==> src/design/cfp_pkg.sv <==
// cfp_pkg: shared types, constants and the CRC byte step of the frame parser.
// No dependencies; imported by cfp_ctrl, cfp_dp and crc32_frame_parser.
package cfp_pkg;

    localparam int HEADER_BYTES = 8;
    localparam int CRC_BYTES    = 4;
    localparam int RESULT_LIMIT = 64;

    // header byte offsets from the frame start
    localparam int OFF_VER    = 2;
    localparam int OFF_CMD    = 3;
    localparam int OFF_SEQ_LO = 4;
    localparam int OFF_SEQ_HI = 5;
    localparam int OFF_LEN_LO = 6;
    localparam int OFF_LEN_HI = 7;

    localparam logic [31:0] CRC_POLY = 32'hEDB8_8320;
    localparam logic [31:0] CRC_INIT = 32'hFFFF_FFFF;

    localparam int CFG_IDX_W  = 3;
    localparam int CFG_DATA_W = 16;
    typedef logic [CFG_IDX_W-1:0] t_cfg_idx;

    localparam t_cfg_idx REG_START_FIRST  = 3'd0;
    localparam t_cfg_idx REG_START_SECOND = 3'd1;
    localparam t_cfg_idx REG_VERSION      = 3'd2;
    localparam t_cfg_idx REG_GAP_TIMEOUT  = 3'd3;

    typedef logic [1:0] t_item_kind;
    localparam t_item_kind KIND_PAYLOAD = 2'd0;
    localparam t_item_kind KIND_EMPTY   = 2'd1;
    localparam t_item_kind KIND_STATUS  = 2'd2;

    typedef enum logic [4:0] {
        ST_IDLE,
        ST_SCAN,
        ST_F0, ST_U0,
        ST_F1, ST_U1,
        ST_FH, ST_UH,
        ST_LCHK,
        ST_FP, ST_UP,
        ST_FC, ST_UC,
        ST_CCHK,
        ST_FE, ST_UE,
        ST_EMPTY,
        ST_DONE,
        ST_STAT
    } t_state;

    typedef enum logic [1:0] {
        IDX_HOLD,
        IDX_ZERO,
        IDX_INC,
        IDX_BODY
    } t_idx_op;

    typedef struct packed {
        logic       accept;
        t_idx_op    idx_op;
        logic       crc_init;
        logic       hdr_cap;
        logic       crc_upd;
        logic       rx_shift;
        logic       drop_one;
        logic       drop_frame;
        logic       cnt_len;
        logic       cnt_crc;
        logic       cnt_ver;
        logic       cnt_frame;
        logic       emit;
        t_item_kind emit_kind;
    } t_cmd;

    typedef struct packed {
        logic in_kind;
        logic fill_zero;
        logic first_ok;
        logic second_ok;
        logic fill_lt2;
        logic fill_lt8;
        logic len_big;
        logic frame_short;
        logic len_zero;
        logic hdr_end;
        logic pay_end;
        logic crc_end;
        logic crc_ok;
        logic ver_ok;
        logic k_room;
        logic out_free;
    } t_sts;

    // one byte of reflected CRC-32
    function automatic logic [31:0] crc_byte(input logic [31:0] c, input logic [7:0] b);
        logic [31:0] x;
        x = c ^ {24'd0, b};
        for (int i = 0; i < 8; i++) begin
            x = (x >> 1) ^ (x[0] ? CRC_POLY : 32'd0);
        end
        return x;
    endfunction

endpackage

==> src/design/cfp_in_if.sv <==
// cfp_in_if: request channel into the frame parser (received byte or time poll).
// Depends on nothing.
interface cfp_in_if;
    logic        valid;
    logic        ready;
    logic        kind;
    logic [7:0]  data_byte;
    logic [31:0] now_ms;

    modport source (output valid, output kind, output data_byte, output now_ms, input ready);
    modport sink   (input valid, input kind, input data_byte, input now_ms, output ready);
endinterface

==> src/design/cfp_out_if.sv <==
// cfp_out_if: result channel of the frame parser (payload, empty frame, status).
// Depends on nothing.
interface cfp_out_if;
    logic        valid;
    logic        ready;
    logic [1:0]  item_kind;
    logic [7:0]  command;
    logic [15:0] sequence_res;
    logic [5:0]  frame_length;
    logic [7:0]  payload_byte;
    logic        last;
    logic [31:0] frames_count;
    logic [31:0] timeouts_count;
    logic [31:0] length_error_count;
    logic [31:0] crc_error_count;
    logic [31:0] version_error_count;

    modport source (output valid, output item_kind, output command, output sequence_res,
                    output frame_length, output payload_byte, output last,
                    output frames_count, output timeouts_count, output length_error_count,
                    output crc_error_count, output version_error_count, input ready);
    modport sink   (input valid, input item_kind, input command, input sequence_res,
                    input frame_length, input payload_byte, input last,
                    input frames_count, input timeouts_count, input length_error_count,
                    input crc_error_count, input version_error_count, output ready);
endinterface

==> src/design/cfp_ram.sv <==
// cfp_ram: generic single-write, single-read RAM with registered read data.
// No dependencies.
module cfp_ram #(
    parameter int WIDTH = 8,
    parameter int DEPTH = 60
) (
    input  logic                     i_clk,
    input  logic                     i_we,
    input  logic [$clog2(DEPTH)-1:0] i_waddr,
    input  logic [WIDTH-1:0]         i_wdata,
    input  logic [$clog2(DEPTH)-1:0] i_raddr,
    output logic [WIDTH-1:0]         o_rdata
);
    logic [WIDTH-1:0] r_mem [DEPTH];
    logic [WIDTH-1:0] r_rdata;

    always_ff @(posedge i_clk) begin
        if (i_we) begin
            r_mem[i_waddr] <= i_wdata;
        end
        r_rdata <= r_mem[i_raddr];
    end

    assign o_rdata = r_rdata;
endmodule

==> src/design/cfp_ctrl.sv <==
// cfp_ctrl: scan sequencer of the frame parser; drives datapath commands.
// Depends on cfp_pkg.
module cfp_ctrl (
    input  logic          i_clk,
    input  logic          i_rst_n,
    input  logic          i_in_valid,
    output logic          o_in_ready,
    input  cfp_pkg::t_sts i_sts,
    output cfp_pkg::t_cmd o_cmd
);
    import cfp_pkg::*;

    t_state r_state, n_state;
    t_cmd   cmd;

    always_ff @(posedge i_clk) begin
        if (!i_rst_n) begin
            r_state <= ST_IDLE;
        end else begin
            r_state <= n_state;
        end
    end

    always_comb begin
        n_state = r_state;
        unique case (r_state)
            ST_IDLE:  if (i_in_valid) n_state = i_sts.in_kind ? ST_STAT : ST_SCAN;
            ST_SCAN:  n_state = i_sts.fill_zero ? ST_STAT : ST_F0;
            ST_F0:    n_state = ST_U0;
            ST_U0: begin
                if (!i_sts.first_ok)     n_state = ST_SCAN;
                else if (i_sts.fill_lt2) n_state = ST_STAT;
                else                     n_state = ST_F1;
            end
            ST_F1:    n_state = ST_U1;
            ST_U1: begin
                if (!i_sts.second_ok)    n_state = ST_SCAN;
                else if (i_sts.fill_lt8) n_state = ST_STAT;
                else                     n_state = ST_FH;
            end
            ST_FH:    n_state = ST_UH;
            ST_UH:    n_state = i_sts.hdr_end ? ST_LCHK : ST_FH;
            ST_LCHK: begin
                if (i_sts.len_big)          n_state = ST_SCAN;
                else if (i_sts.frame_short) n_state = ST_STAT;
                else if (i_sts.len_zero)    n_state = ST_FC;
                else                        n_state = ST_FP;
            end
            ST_FP:    n_state = ST_UP;
            ST_UP:    n_state = i_sts.pay_end ? ST_FC : ST_FP;
            ST_FC:    n_state = ST_UC;
            ST_UC:    n_state = i_sts.crc_end ? ST_CCHK : ST_FC;
            ST_CCHK: begin
                if (!i_sts.crc_ok || !i_sts.ver_ok) n_state = ST_SCAN;
                else if (i_sts.len_zero)            n_state = ST_EMPTY;
                else                                n_state = ST_FE;
            end
            ST_FE:    n_state = ST_UE;
            ST_UE: begin
                if (!i_sts.k_room || i_sts.out_free) begin
                    n_state = i_sts.pay_end ? ST_DONE : ST_FE;
                end
            end
            ST_EMPTY: if (!i_sts.k_room || i_sts.out_free) n_state = ST_DONE;
            ST_DONE:  n_state = ST_SCAN;
            ST_STAT:  if (i_sts.out_free) n_state = ST_IDLE;
            default:  n_state = ST_IDLE;
        endcase
    end

    always_comb begin
        cmd        = '0;
        cmd.idx_op = IDX_HOLD;
        o_in_ready = 1'b0;
        unique case (r_state)
            ST_IDLE: begin
                o_in_ready = 1'b1;
                cmd.accept = i_in_valid;
            end
            ST_SCAN:  cmd.idx_op = IDX_ZERO;
            ST_U0: begin
                if (!i_sts.first_ok)      cmd.drop_one = 1'b1;
                else if (!i_sts.fill_lt2) cmd.idx_op   = IDX_INC;
            end
            ST_U1: begin
                if (!i_sts.second_ok) begin
                    cmd.drop_one = 1'b1;
                end else if (!i_sts.fill_lt8) begin
                    cmd.idx_op   = IDX_INC;
                    cmd.crc_init = 1'b1;
                end
            end
            ST_UH: begin
                cmd.hdr_cap = 1'b1;
                if (!i_sts.hdr_end) cmd.idx_op = IDX_INC;
            end
            ST_LCHK: begin
                if (i_sts.len_big) begin
                    cmd.cnt_len  = 1'b1;
                    cmd.drop_one = 1'b1;
                end else if (!i_sts.frame_short) begin
                    cmd.idx_op = IDX_INC;
                end
            end
            ST_UP: begin
                cmd.crc_upd = 1'b1;
                cmd.idx_op  = IDX_INC;
            end
            ST_UC: begin
                cmd.rx_shift = 1'b1;
                if (!i_sts.crc_end) cmd.idx_op = IDX_INC;
            end
            ST_CCHK: begin
                if (!i_sts.crc_ok) begin
                    cmd.cnt_crc  = 1'b1;
                    cmd.drop_one = 1'b1;
                end else if (!i_sts.ver_ok) begin
                    cmd.cnt_ver    = 1'b1;
                    cmd.drop_frame = 1'b1;
                end else begin
                    cmd.idx_op = IDX_BODY;
                end
            end
            ST_UE: begin
                if (!i_sts.k_room || i_sts.out_free) begin
                    cmd.emit      = i_sts.k_room;
                    cmd.emit_kind = KIND_PAYLOAD;
                    if (!i_sts.pay_end) cmd.idx_op = IDX_INC;
                end
            end
            ST_EMPTY: begin
                cmd.emit      = i_sts.k_room && i_sts.out_free;
                cmd.emit_kind = KIND_EMPTY;
            end
            ST_DONE: begin
                cmd.drop_frame = 1'b1;
                cmd.cnt_frame  = 1'b1;
            end
            ST_STAT: begin
                cmd.emit      = i_sts.out_free;
                cmd.emit_kind = KIND_STATUS;
            end
            default: ;
        endcase
    end

    assign o_cmd = cmd;
endmodule

==> src/design/cfp_dp.sv <==
// cfp_dp: datapath of the frame parser: circular frame store, header and CRC
// registers, event counters, configuration and the result register.
// Depends on cfp_pkg, cfp_ram, cfp_in_if and cfp_out_if.
module cfp_dp #(
    parameter int MAX_PAYLOAD_BYTES = 48,
    parameter int STORE_DEPTH       = 60
) (
    input  logic                      i_clk,
    input  logic                      i_rst_n,
    input  logic                      i_cfg_we,
    input  cfp_pkg::t_cfg_idx         i_cfg_idx,
    input  logic [cfp_pkg::CFG_DATA_W-1:0] i_cfg_data,
    cfp_in_if.sink                    i_in,
    cfp_out_if.source                 o_out,
    input  cfp_pkg::t_cmd             i_cmd,
    output cfp_pkg::t_sts             o_sts
);
    import cfp_pkg::*;

    localparam int AW = $clog2(STORE_DEPTH);
    localparam int FW = $clog2(STORE_DEPTH + 1);
    localparam int KW = $clog2(RESULT_LIMIT + 1);
    localparam int LW = 17;

    function automatic logic [AW-1:0] wrap(input logic [AW:0] s);
        return (s >= (AW+1)'(STORE_DEPTH)) ? AW'(s - (AW+1)'(STORE_DEPTH)) : AW'(s);
    endfunction

    // configuration
    logic [7:0]  r_sof1, r_sof2, r_acc_ver;
    logic [15:0] r_gap;

    // store control
    logic [AW-1:0] r_head, r_idx;
    logic [FW-1:0] r_fill;
    logic [31:0]   r_last;

    // frame fields
    logic [7:0]  r_ver, r_cmd;
    logic [15:0] r_seq, r_len;
    logic [31:0] r_crc, r_rx;
    logic [KW-1:0] r_k;

    logic [31:0] r_frames, r_touts, r_lenerr, r_crcerr, r_vererr;

    // result register
    logic        r_ov;
    t_item_kind  r_o_kind;
    logic [7:0]  r_o_cmd, r_o_pb;
    logic [15:0] r_o_seq;
    logic [5:0]  r_o_len;
    logic        r_o_last;
    logic [31:0] r_o_frames, r_o_touts, r_o_lenerr, r_o_crcerr, r_o_vererr;

    logic          timed_out, full;
    logic [FW-1:0] fill_t, fill_f;
    logic [AW-1:0] waddr, raddr;
    logic [7:0]    rdata;
    logic          we;
    logic [FW-1:0] frame_bytes;
    logic          out_free;

    assign timed_out = (r_fill != '0) && ((i_in.now_ms - r_last) >= {16'd0, r_gap});
    assign fill_t    = timed_out ? '0 : r_fill;
    assign full      = fill_t >= FW'(STORE_DEPTH);
    assign fill_f    = full ? '0 : fill_t;
    assign we        = i_cmd.accept && !i_in.kind;
    assign waddr     = wrap({1'b0, r_head} + (AW+1)'(fill_f));
    assign raddr     = wrap({1'b0, r_head} + {1'b0, r_idx});
    assign frame_bytes = FW'(r_len) + FW'(HEADER_BYTES + CRC_BYTES);
    assign out_free  = !r_ov || o_out.ready;

    cfp_ram #(.WIDTH(8), .DEPTH(STORE_DEPTH)) u_store (
        .i_clk   (i_clk),
        .i_we    (we),
        .i_waddr (waddr),
        .i_wdata (i_in.data_byte),
        .i_raddr (raddr),
        .o_rdata (rdata)
    );

    always_ff @(posedge i_clk) begin
        if (!i_rst_n) begin
            r_sof1    <= 8'd170;
            r_sof2    <= 8'd85;
            r_acc_ver <= 8'd1;
            r_gap     <= 16'd100;
        end else if (i_cfg_we) begin
            unique case (i_cfg_idx)
                REG_START_FIRST:  r_sof1    <= i_cfg_data[7:0];
                REG_START_SECOND: r_sof2    <= i_cfg_data[7:0];
                REG_VERSION:      r_acc_ver <= i_cfg_data[7:0];
                REG_GAP_TIMEOUT:  r_gap     <= i_cfg_data;
                default: ;
            endcase
        end
    end

    always_ff @(posedge i_clk) begin
        if (!i_rst_n) begin
            r_head   <= '0;
            r_fill   <= '0;
            r_last   <= '0;
            r_idx    <= '0;
            r_k      <= '0;
            r_frames <= '0;
            r_touts  <= '0;
            r_lenerr <= '0;
            r_crcerr <= '0;
            r_vererr <= '0;
        end else begin
            if (i_cmd.accept) begin
                r_k <= '0;
                if (timed_out) r_touts <= r_touts + 32'd1;
                if (!i_in.kind) begin
                    if (full) r_lenerr <= r_lenerr + 32'd1;
                    r_fill <= fill_f + FW'(1);
                    r_last <= i_in.now_ms;
                end else begin
                    r_fill <= fill_t;
                end
            end
            if (i_cmd.drop_one) begin
                r_head <= wrap({1'b0, r_head} + (AW+1)'(1));
                r_fill <= r_fill - FW'(1);
            end
            if (i_cmd.drop_frame) begin
                r_head <= wrap({1'b0, r_head} + (AW+1)'(frame_bytes));
                r_fill <= r_fill - frame_bytes;
            end
            unique case (i_cmd.idx_op)
                IDX_HOLD: ;
                IDX_ZERO: r_idx <= '0;
                IDX_INC:  r_idx <= r_idx + AW'(1);
                IDX_BODY: r_idx <= AW'(HEADER_BYTES);
                default: ;
            endcase
            if (i_cmd.cnt_len)   r_lenerr <= r_lenerr + 32'd1;
            if (i_cmd.cnt_crc)   r_crcerr <= r_crcerr + 32'd1;
            if (i_cmd.cnt_ver)   r_vererr <= r_vererr + 32'd1;
            if (i_cmd.cnt_frame) r_frames <= r_frames + 32'd1;
            if (i_cmd.emit && i_cmd.emit_kind != KIND_STATUS) r_k <= r_k + KW'(1);
        end
    end

    // header capture, CRC and received CRC
    always_ff @(posedge i_clk) begin
        if (i_cmd.crc_init) r_crc <= CRC_INIT;
        if (i_cmd.hdr_cap || i_cmd.crc_upd) r_crc <= crc_byte(r_crc, rdata);
        if (i_cmd.rx_shift) r_rx <= {rdata, r_rx[31:8]};
        if (i_cmd.hdr_cap) begin
            case (r_idx)
                AW'(OFF_VER):    r_ver        <= rdata;
                AW'(OFF_CMD):    r_cmd        <= rdata;
                AW'(OFF_SEQ_LO): r_seq[7:0]   <= rdata;
                AW'(OFF_SEQ_HI): r_seq[15:8]  <= rdata;
                AW'(OFF_LEN_LO): r_len[7:0]   <= rdata;
                AW'(OFF_LEN_HI): r_len[15:8]  <= rdata;
                default: ;
            endcase
        end
    end

    // result register
    always_ff @(posedge i_clk) begin
        if (!i_rst_n) begin
            r_ov <= 1'b0;
        end else if (i_cmd.emit) begin
            r_ov <= 1'b1;
        end else if (o_out.ready) begin
            r_ov <= 1'b0;
        end
    end

    always_ff @(posedge i_clk) begin
        if (i_cmd.emit) begin
            r_o_kind   <= i_cmd.emit_kind;
            r_o_last   <= (i_cmd.emit_kind == KIND_STATUS);
            r_o_cmd    <= '0;
            r_o_seq    <= '0;
            r_o_len    <= '0;
            r_o_pb     <= '0;
            r_o_frames <= '0;
            r_o_touts  <= '0;
            r_o_lenerr <= '0;
            r_o_crcerr <= '0;
            r_o_vererr <= '0;
            unique case (i_cmd.emit_kind)
                KIND_PAYLOAD: begin
                    r_o_cmd <= r_cmd;
                    r_o_seq <= r_seq;
                    r_o_len <= r_len[5:0];
                    r_o_pb  <= rdata;
                end
                KIND_EMPTY: begin
                    r_o_cmd <= r_cmd;
                    r_o_seq <= r_seq;
                end
                KIND_STATUS: begin
                    r_o_frames <= r_frames;
                    r_o_touts  <= r_touts;
                    r_o_lenerr <= r_lenerr;
                    r_o_crcerr <= r_crcerr;
                    r_o_vererr <= r_vererr;
                end
                default: ;
            endcase
        end
    end

    assign o_out.valid               = r_ov;
    assign o_out.item_kind           = r_o_kind;
    assign o_out.command             = r_o_cmd;
    assign o_out.sequence_res        = r_o_seq;
    assign o_out.frame_length        = r_o_len;
    assign o_out.payload_byte        = r_o_pb;
    assign o_out.last                = r_o_last;
    assign o_out.frames_count        = r_o_frames;
    assign o_out.timeouts_count      = r_o_touts;
    assign o_out.length_error_count  = r_o_lenerr;
    assign o_out.crc_error_count     = r_o_crcerr;
    assign o_out.version_error_count = r_o_vererr;

    always_comb begin
        o_sts             = '0;
        o_sts.in_kind     = i_in.kind;
        o_sts.fill_zero   = (r_fill == '0);
        o_sts.first_ok    = (rdata == r_sof1);
        o_sts.second_ok   = (rdata == r_sof2);
        o_sts.fill_lt2    = (r_fill < FW'(2));
        o_sts.fill_lt8    = (r_fill < FW'(HEADER_BYTES));
        o_sts.len_big     = (r_len > 16'(MAX_PAYLOAD_BYTES));
        o_sts.frame_short = (LW'(r_fill) < (LW'(r_len) + LW'(HEADER_BYTES + CRC_BYTES)));
        o_sts.len_zero    = (r_len == '0);
        o_sts.hdr_end     = (r_idx == AW'(HEADER_BYTES - 1));
        o_sts.pay_end     = (r_idx == AW'(r_len) + AW'(HEADER_BYTES - 1));
        o_sts.crc_end     = (r_idx == AW'(r_len) + AW'(HEADER_BYTES + CRC_BYTES - 1));
        o_sts.crc_ok      = ((r_crc ^ CRC_INIT) == r_rx);
        o_sts.ver_ok      = (r_ver == r_acc_ver);
        o_sts.k_room      = (r_k < KW'(RESULT_LIMIT - 1));
        o_sts.out_free    = out_free;
    end
endmodule

==> src/design/crc32_frame_parser.sv <==
// crc32_frame_parser: top level of the serial frame parser with CRC-32 check.
// Depends on cfp_pkg, cfp_in_if, cfp_out_if, cfp_ctrl, cfp_dp.
//
//   channel   dir   handshake        carries
//   i_in      in    valid/ready      kind, data_byte, now_ms
//   o_out     out   valid/ready      item_kind ... version_error_count
//   i_cfg_*   in    write enable     register index, data (16 bits)
//
// One request at a time: a time poll goes straight to the status result; a byte
// starts a rescan that reads bytes back from the store (header, payload, CRC and
// once more per delivered payload byte) through the single read port of the store.
// Synchronous active-low reset clears control state and counters; the store
// needs no clearing. A stalled result register holds the sequencer where it emits.
module crc32_frame_parser #(
    parameter int MAX_PAYLOAD_BYTES = 48,
    parameter int STORE_DEPTH       = 60
) (
    input  logic                          i_clk,
    input  logic                          i_rst_n,
    input  logic                          i_cfg_we,
    input  cfp_pkg::t_cfg_idx             i_cfg_idx,
    input  logic [cfp_pkg::CFG_DATA_W-1:0] i_cfg_data,
    cfp_in_if.sink                        i_in,
    cfp_out_if.source                     o_out
);
    import cfp_pkg::*;

    t_cmd w_cmd;
    t_sts w_sts;
    logic w_ready;

    assign i_in.ready = w_ready;

    cfp_ctrl u_ctrl (
        .i_clk      (i_clk),
        .i_rst_n    (i_rst_n),
        .i_in_valid (i_in.valid),
        .o_in_ready (w_ready),
        .i_sts      (w_sts),
        .o_cmd      (w_cmd)
    );

    cfp_dp #(
        .MAX_PAYLOAD_BYTES (MAX_PAYLOAD_BYTES),
        .STORE_DEPTH       (STORE_DEPTH)
    ) u_dp (
        .i_clk      (i_clk),
        .i_rst_n    (i_rst_n),
        .i_cfg_we   (i_cfg_we),
        .i_cfg_idx  (i_cfg_idx),
        .i_cfg_data (i_cfg_data),
        .i_in       (i_in),
        .o_out      (o_out),
        .i_cmd      (w_cmd),
        .o_sts      (w_sts)
    );
endmodule
==> src/flat_wrapper.sv <==
// flat-port wrapper written by rule: the top's interface ports become plain ports
module crc32_frame_parser_flat import cfp_pkg::*;
#(
    parameter int MAX_PAYLOAD_BYTES = 48,
    parameter int STORE_DEPTH       = 60
)
  (i_clk, i_rst_n, i_cfg_we, i_cfg_idx, i_cfg_data, i_in_valid, i_in_kind, i_in_data_byte, i_in_now_ms, i_in_ready, o_out_valid, o_out_item_kind, o_out_command, o_out_sequence_res, o_out_frame_length, o_out_payload_byte, o_out_last, o_out_frames_count, o_out_timeouts_count, o_out_length_error_count, o_out_crc_error_count, o_out_version_error_count, o_out_ready);
  cfp_in_if i_in_i ();
  cfp_out_if o_out_i ();
  input  logic i_clk;
  input  logic i_rst_n;
  input  logic i_cfg_we;
  input  cfp_pkg::t_cfg_idx i_cfg_idx;
  input  logic [cfp_pkg::CFG_DATA_W-1:0] i_cfg_data;
  input wire logic [$bits(i_in_i.valid)-1:0] i_in_valid;
  input wire logic [$bits(i_in_i.kind)-1:0] i_in_kind;
  input wire logic [$bits(i_in_i.data_byte)-1:0] i_in_data_byte;
  input wire logic [$bits(i_in_i.now_ms)-1:0] i_in_now_ms;
  output wire logic [$bits(i_in_i.ready)-1:0] i_in_ready;
  output wire logic [$bits(o_out_i.valid)-1:0] o_out_valid;
  output wire logic [$bits(o_out_i.item_kind)-1:0] o_out_item_kind;
  output wire logic [$bits(o_out_i.command)-1:0] o_out_command;
  output wire logic [$bits(o_out_i.sequence_res)-1:0] o_out_sequence_res;
  output wire logic [$bits(o_out_i.frame_length)-1:0] o_out_frame_length;
  output wire logic [$bits(o_out_i.payload_byte)-1:0] o_out_payload_byte;
  output wire logic [$bits(o_out_i.last)-1:0] o_out_last;
  output wire logic [$bits(o_out_i.frames_count)-1:0] o_out_frames_count;
  output wire logic [$bits(o_out_i.timeouts_count)-1:0] o_out_timeouts_count;
  output wire logic [$bits(o_out_i.length_error_count)-1:0] o_out_length_error_count;
  output wire logic [$bits(o_out_i.crc_error_count)-1:0] o_out_crc_error_count;
  output wire logic [$bits(o_out_i.version_error_count)-1:0] o_out_version_error_count;
  input wire logic [$bits(o_out_i.ready)-1:0] o_out_ready;
  assign i_in_i.valid = i_in_valid;
  assign i_in_i.kind = i_in_kind;
  assign i_in_i.data_byte = i_in_data_byte;
  assign i_in_i.now_ms = i_in_now_ms;
  assign i_in_ready = i_in_i.ready;
  assign o_out_valid = o_out_i.valid;
  assign o_out_item_kind = o_out_i.item_kind;
  assign o_out_command = o_out_i.command;
  assign o_out_sequence_res = o_out_i.sequence_res;
  assign o_out_frame_length = o_out_i.frame_length;
  assign o_out_payload_byte = o_out_i.payload_byte;
  assign o_out_last = o_out_i.last;
  assign o_out_frames_count = o_out_i.frames_count;
  assign o_out_timeouts_count = o_out_i.timeouts_count;
  assign o_out_length_error_count = o_out_i.length_error_count;
  assign o_out_crc_error_count = o_out_i.crc_error_count;
  assign o_out_version_error_count = o_out_i.version_error_count;
  assign o_out_i.ready = o_out_ready;
  crc32_frame_parser #(.MAX_PAYLOAD_BYTES(MAX_PAYLOAD_BYTES), .STORE_DEPTH(STORE_DEPTH)) u_core (.i_clk(i_clk), .i_rst_n(i_rst_n), .i_cfg_we(i_cfg_we), .i_cfg_idx(i_cfg_idx), .i_cfg_data(i_cfg_data), .i_in(i_in_i), .o_out(o_out_i));
endmodule
==> config.mk <==
export PLATFORM = sky130hd
export DESIGN_NAME = crc32_frame_parser_flat
export DESIGN_NICKNAME = d
export VERILOG_FILES = /design/src/design/cfp_pkg.sv /design/src/design/cfp_in_if.sv /design/src/design/cfp_out_if.sv /design/src/design/cfp_ram.sv /design/src/design/cfp_ctrl.sv /design/src/design/cfp_dp.sv /design/src/design/crc32_frame_parser.sv /design/src/flat_wrapper.sv
export SDC_FILE = /design/constraint.sdc
export NUM_CORES = 2
export LEC_CHECK = 0
export BUFFER_PORTS_ARGS = -buffer_cell sky130_fd_sc_hd__buf_2
export CORE_MARGIN = 3
export CORE_UTILIZATION = 44
export DETAILED_ROUTE_END_ITERATION = 8
export SLEW_MARGIN = 20
export SYNTH_ARGS = -nofsm -noshare
export SYNTH_HDL_FRONTEND = slang
export SYNTH_SLANG_ARGS = --single-unit
==> constraint.sdc <==
create_clock -name i_clk -period 17.1 [get_ports i_clk]
set_clock_uncertainty 0.05 [all_clocks]
set_input_delay 1.71 -clock i_clk [delete_from_list [all_inputs] [get_ports i_clk]]
set_output_delay 1.71 -clock i_clk [all_outputs]
set_load 0.01 [all_outputs]
======== Word-level counts from Yosys, hierarchy flattened ========
Memories as Yosys holds them, arrays and structs flattened. A register that Yosys moved wholly into a read port is not among the register bits.
Index checks and enable logic that the tools add are counted.
storage, ports and cells
  register bits ........................... 576
  bits in writable memories ............... 480
  input port bits ......................... 65
  output and inout bits ................... 203
  logic and storage cells ................. 252
  memories kept ........................... 1
memories
  memory                     depth  width  read ports  clocked after Yosys merged registers in  write ports  line           RTL
  u_core.u_dp.u_store.r_mem  60     8      1           1                                        1            cfp_ram.sv:14  logic [WIDTH-1:0] r_mem [DEPTH];
operators by class
  add/subtract/negate cells ............... 23
  magnitude comparators ................... 11
  equal/unequal tests ..................... 44
  muxes and demuxes ....................... 85
  bitwise gates (word level) .............. 11
  reductions and logical operators ........ 42
operator list
  operator                                                                number
  32-bit two-way mux                                                      14
  31-bit by 32-bit XOR with 32-bit output                                 8
  32-bit by 1-bit adder with 32-bit output (second input constant)        5
  5-bit case mux with 19 select lines                                     1
  5-bit two-way mux                                                       15
  6-bit two-way mux                                                       12
  5-bit by 4-bit equality test with 1-bit output (second input constant)  8
  32-bit equality test                                                    1
  32-bit by 16-bit >= comparator with 1-bit output                        1
  32-bit NOT                                                              1
  32-bit subtractor                                                       1
  32-bit by 8-bit XOR with 32-bit output                                  1
  7-bit by 6-bit >= comparator with 1-bit output (second input constant)  4
  2-bit two-way mux                                                       13
  6-bit by 3-bit equality test with 1-bit output (second input constant)  4
  8-bit equality test                                                     3
  2-bit AND reduction                                                     12
  6-bit subtractor (second input constant)                                4
  6-bit by 6-bit adder with 7-bit output                                  3
  5-bit by 3-bit equality test with 1-bit output (second input constant)  4
  1-bit two-way mux                                                       18
  2-bit case mux with 9 select lines                                      1
  6-bit case mux with 3 select lines                                      1
  16-bit by 4-bit adder with 17-bit output (second input constant)        1
  other kinds (45)                                                        80

======== Logic depth before layout (Yosys ltp) ========
  depth in word-level cells ............... 18
  gate-level depth with buffers ........... 36
  mapped depth without buffers ............ 35

======== Least setup slack after synthesis ========
OpenSTA, ideal clock, no wires.
  path kind ............................... register to register
  from .................................... register u_core.u_ctrl.r_state[4]
  to ...................................... register u_core.u_dp.r_k[3]
  data arrival time ....................... 12.262 ns
  data required time ...................... 16.922 ns
  setup slack ............................. 4.660 ns
  cell stages (with the launch flop) ...... 13
  path buffers ............................ 1
  period minus slack after synthesis ...... 12.440 ns
  cells stage by stage .................... dfxtp_1 > clkbuf_1 > inv_1 > nor4_1 > nand2_1 > inv_1 > a21oi_1 > nor2_1 > nand2_1 > nand2_1 > o21ai_0 > a21oi_1 > nor2_1
RTL lines
  what                    line            RTL
  start, declared         cfp_ctrl.sv:13  t_state r_state, n_state;
  start signal, assigned  cfp_ctrl.sv:20  r_state <= n_state;
  end signal, assigned    cfp_dp.sv:142   if (i_cmd.emit && i_cmd.emit_kind != KIND_STATUS) r_k <= r_k + KW'(1);
  end, declared           cfp_dp.sv:42    logic [KW-1:0] r_k;

======== Worst setup path in the final report ========
  from .................................... input port i_in_now_ms[0]
  to ...................................... memory u_core.u_dp.u_store.r_mem[59][4], enable pin
between the ends
  longest elaborated chain between the ends .. 9
RTL lines
  what                                                                                line                RTL
  start, declared                                                                     flat_wrapper.sv:18  input wire logic [$bits(i_in_i.now_ms)-1:0] i_in_now_ms;
  32-bit subtractor (*)                                                               cfp_dp.sv:63        assign timed_out = (r_fill != '0) && ((i_in.now_ms - r_last) >= {16'd0, r_gap});
  32-bit by 16-bit >= comparator with 1-bit output (*)                                cfp_dp.sv:63
  1-bit logical AND (*)                                                               cfp_dp.sv:63
  6-bit two-way mux (*)                                                               cfp_dp.sv:64        assign fill_t = timed_out ? '0 : r_fill;
  6-bit >= comparator                                                                 cfp_dp.sv:65        assign full = fill_t >= FW'(STORE_DEPTH);
  6-bit two-way mux (*)                                                               cfp_dp.sv:66        assign fill_f = full ? '0 : fill_t;
  6-bit by 6-bit adder with 7-bit output (*)                                          cfp_dp.sv:68        assign waddr = wrap({1'b0, r_head} + (AW+1)'(fill_f));
  6-bit subtractor or 7-bit by 6-bit >= comparator with 1-bit output (tied branches)  cfp_dp.sv:26        return (s >= (AW+1)'(STORE_DEPTH)) ? AW'(s - (AW+1)'(STORE_DEPTH)) : AW'(s);
  6-bit two-way mux (*)                                                               cfp_dp.sv:26
  end, declared                                                                       cfp_ram.sv:14
Mark *: on every way between the ends. The rest lies on a longest branch, timed or not.

==> impl_results.md <==
- Reg clk slew, reported paths: 0.06 ns
- Synthesized area: 48,000 um^2
- CORE AREA: 108,000 um^2
- P_leak: 19.0 nW
- Synthesis-to-finish area growth: 13.6%
- DR DRC count: 0
- CP max stage cell: nor2_1
- First-pass GRT wire length: 187 mm
- CP max FO: 66
- I/O Buffers: 267
- Clock Root Buffer: clkbuf_16
- Share of layout cells above drive strength 1: 15.5%
- Post-CTS Setup Bufs: 0
- Power per Cell Area: 143 nW/um^2
- Shortest period the worst path allows: 11.13 ns
- Outcome: completed
- Largest stage delay, worst path: 0.92 ns
- Yosys top cell by area: edfxtp_1
- Initial DRC Count: 2,647
- Post-synth top area share: 49.6%
- Row cnt: 120
- Sequential share of the synthesized area: 60.9%
- Power share of the sequential group: 40.8%
- Avg WL per Cell: 21.5 um
- CTS resizes: 0
- Synth warnings: 0
- FF+latch count, synth: 1,064
- Power Total: 7.78 mW
- Sw Ratio: 32.2%
- Synth top area cells: edfxtp_1 (50%), dfxtp_1 (11%), mux4_2 (5.6%), nand2_1 (3.7%), xnor2_1 (2.8%)
- Util after Layout: 50.7%
- HPWL Detailed: 80.7 mm
- Clock Power Share: 31.6%
- CTS tree: yes
- Post-place instance area: 50,800 um^2
- Final setup TNS: 0 ns
- Design area: 54,600 um^2
- Total global routing overflow: 0
- Syn avg cell area: 12.2 um^2
- Cells after synthesis: 3,939
- Most common cell on crit path: a21oi_1
- Post-synth cell types: 91
- Overall routing resource usage: 21.3%
- Leading cell types in the layout, fill and taps excluded: edfxtp_1 (793), nand2_1 (478), nor2_1 (294)
- # IOs: 268
- Maximum number of pins on one net before global-route repair: 201
- Vias per cell: 5.61
- Hold Violations, Final: 0
- Nets: 4,329
- Worst-Skew Late Latency: 0.70 ns
- Sw power: 2.51 mW
- Starting Density: 44.6%
- Top FF cell, synth: edfxtp_1
- Worst EP required: 17.36 ns
- Slew HR: 16.3%
- Setup-failing EPs final: 0
- Critical path arrival: 11.39 ns
- HP Class: flop to flop
- Clk sinks: 1,064
- GP Congestion: 0.894
- Max-cap violations: 0
- Vias: 31,800
- WL final: 122 mm
- Final ANT Viol Nets: 0
- Tcrit/Tclk final: 65.1%
- EDFF count, synth: 793
- Commonest non-fill, non-tap cell in the layout: edfxtp_1
- Synth Net Count: 4,104
- Setup CP Type: input pin to flop
- Htree depth: 3
- Worst vdd ir: 0.135 mV
- Die area: 113,000 um^2
- Initial antenna violation count: 4
- Total internal power: 5.27 mW
- Logic pwr share: 27.6%
- Critical Path Sink Type: flop
- RSZ-0062 raised after global routing: false
- Clock tree buffer depth: 3
- CP Launch Type: input pin
- Post-Layout Cell Count: 5,667
- Post-CTS Hold Fix Bufs: 0
- Slew Viols, Final: 0
- Fmax: 0.0899 GHz
- Dpl cells: 5,454
- Die width: 336 um
- Vias in the first global route: 30,800
- Worst-Margin Slew: 1.24 ns
- Fillers: 9,396
- Asr flop ratio synth: 0%
- Die H: 336 um
- DR pass1 iterations: 5
- Num CTS Buffers: 111
==> critical path, delay by kind of cell <==
family	cells	cell delay (ns)
simple gates	10	3.94
compound gates	14	3.02
fa+ha+maj	5	1.30
buf+inv	4	0.80
xor+xnor	3	0.59
==> final timing paths <==
kind	start	endpoint	slack, ns	cells past startpoint
setup / recovery	i_in_now_ms[0]	u_core.u_dp.u_store.r_mem[59][4]	5.97	36
hold / removal	u_core.u_dp.r_rx[17]	u_core.u_dp.r_rx[9]	0.40	0
setup reg to reg	u_core.u_dp.r_last[0]	u_core.u_dp.u_store.r_mem[59][4]	6.86	34
hold reg to reg	u_core.u_dp.r_rx[17]	u_core.u_dp.r_rx[9]	0.40	0
==> routing by layer <==
layer | GRT usage, % | vias to the layer above | share of wire (%)
li1 | - | 15000 | -
met1 | 29.4 | 15600 | 44
met2 | 34.9 | 1005 | 47
met3 | 3.42 | 187 | 6.2
met4 | 6.10 | 4 | 2.6
met5 | 0 | - | 0.019
==> flip-flops by register name (all words and copies together), names as in the netlist, 16 cells and up <==
| register | count |
|---|---|
| u_core.u_dp.r_lenerr | 32 |
| u_core.u_dp.r_crcerr | 32 |
| u_core.u_dp.o_out.frames_count | 32 |
| u_core.u_dp.r_last | 32 |
| u_core.u_dp.o_out.version_error_count | 32 |
| u_core.u_dp.r_touts | 32 |
| u_core.u_dp.u_store.r_mem | 480 |
| u_core.u_dp.o_out.length_error_count | 32 |
| u_core.u_dp.r_len | 16 |
| u_core.u_dp.r_gap | 16 |
| u_core.u_dp.o_out.sequence_res | 16 |
| u_core.u_dp.r_frames | 32 |
| u_core.u_dp.o_out.crc_error_count | 32 |
| u_core.u_dp.r_crc | 32 |
| u_core.u_dp.r_rx | 32 |
| u_core.u_dp.o_out.timeouts_count | 32 |
| u_core.u_dp.r_vererr | 32 |
| u_core.u_dp.r_seq | 16 |
==> power by group through the flow <==
stage	clock, mW	sequential, mW	combinational (mW)
6_report	2.46	3.18	2.15
5_1_grt	2.61	3.20	2.35
4_1_cts	2.51	3.18	2.16
3_5_place_dp	0	3.23	2.15
3_3_place_gp	0	3.23	2.14
2_1_floorplan	0	3.30	1.44
==> cells by family (layout without fill, tap and decap cells) <==
| family | count (synthesis) | count (layout) | synth area share, % |
|---|---|---|---|
| AOI/OAI and AO/OA | 528 | 528 | 7.12 |
| and+or+nand+nor | 1483 | 1483 | 15.0 |
| xor gates and xnor gates | 270 | 270 | 4.92 |
| buffers and inverters | 319 | 642 | 2.60 |
| muxes | 174 | 174 | 6.76 |
| DFF | 1064 | 1064 | 60.9 |
| adders and majority gates | 101 | 101 | 2.70 |
| other | 0 | 2 | 0 |
==> through the flow <==
step	worst slack [ns]	hold WS (ns)
final	5.97	0.401
after floorplan	4.66	0.385
after CTS	6.06	0.400
after global routing	5.28	0.417
after detailed placement	5.37	0.396
after global placement	5.49	0.392
==> synth_stat cells (54+ instances only) <==
library cell	instances
a21oi_1	194
and3_1	192
clkbuf_1	172
dfxtp_1	271
edfxtp_1	793
ha_1	95
inv_1	117
mux4_2	120
nand2_1	479
nand2b_1	60
nand3_1	144
nand4_1	65
nor2_1	297
nor3_1	54
o21ai_0	85
xnor2_1	153
xor2_1	117
==> cell type report <==
type | count | area (um^2) | share of cell area, %
clock inverters | 73 | 722 | 1.32
inverters | 119 | 452 | 0.828
clock buffers | 138 | 3020 | 5.54
well taps | 1403 | 1760 | 3.22
diodes | 2 | 5.00 | 0.00917
repair buffers | 312 | 1710 | 3.12
flip-flops and latches | 1064 | 29200 | 53.6
multi-input cells | 2556 | 17700 | 32.4
Note: power is estimated with default switching activity, not from simulation.
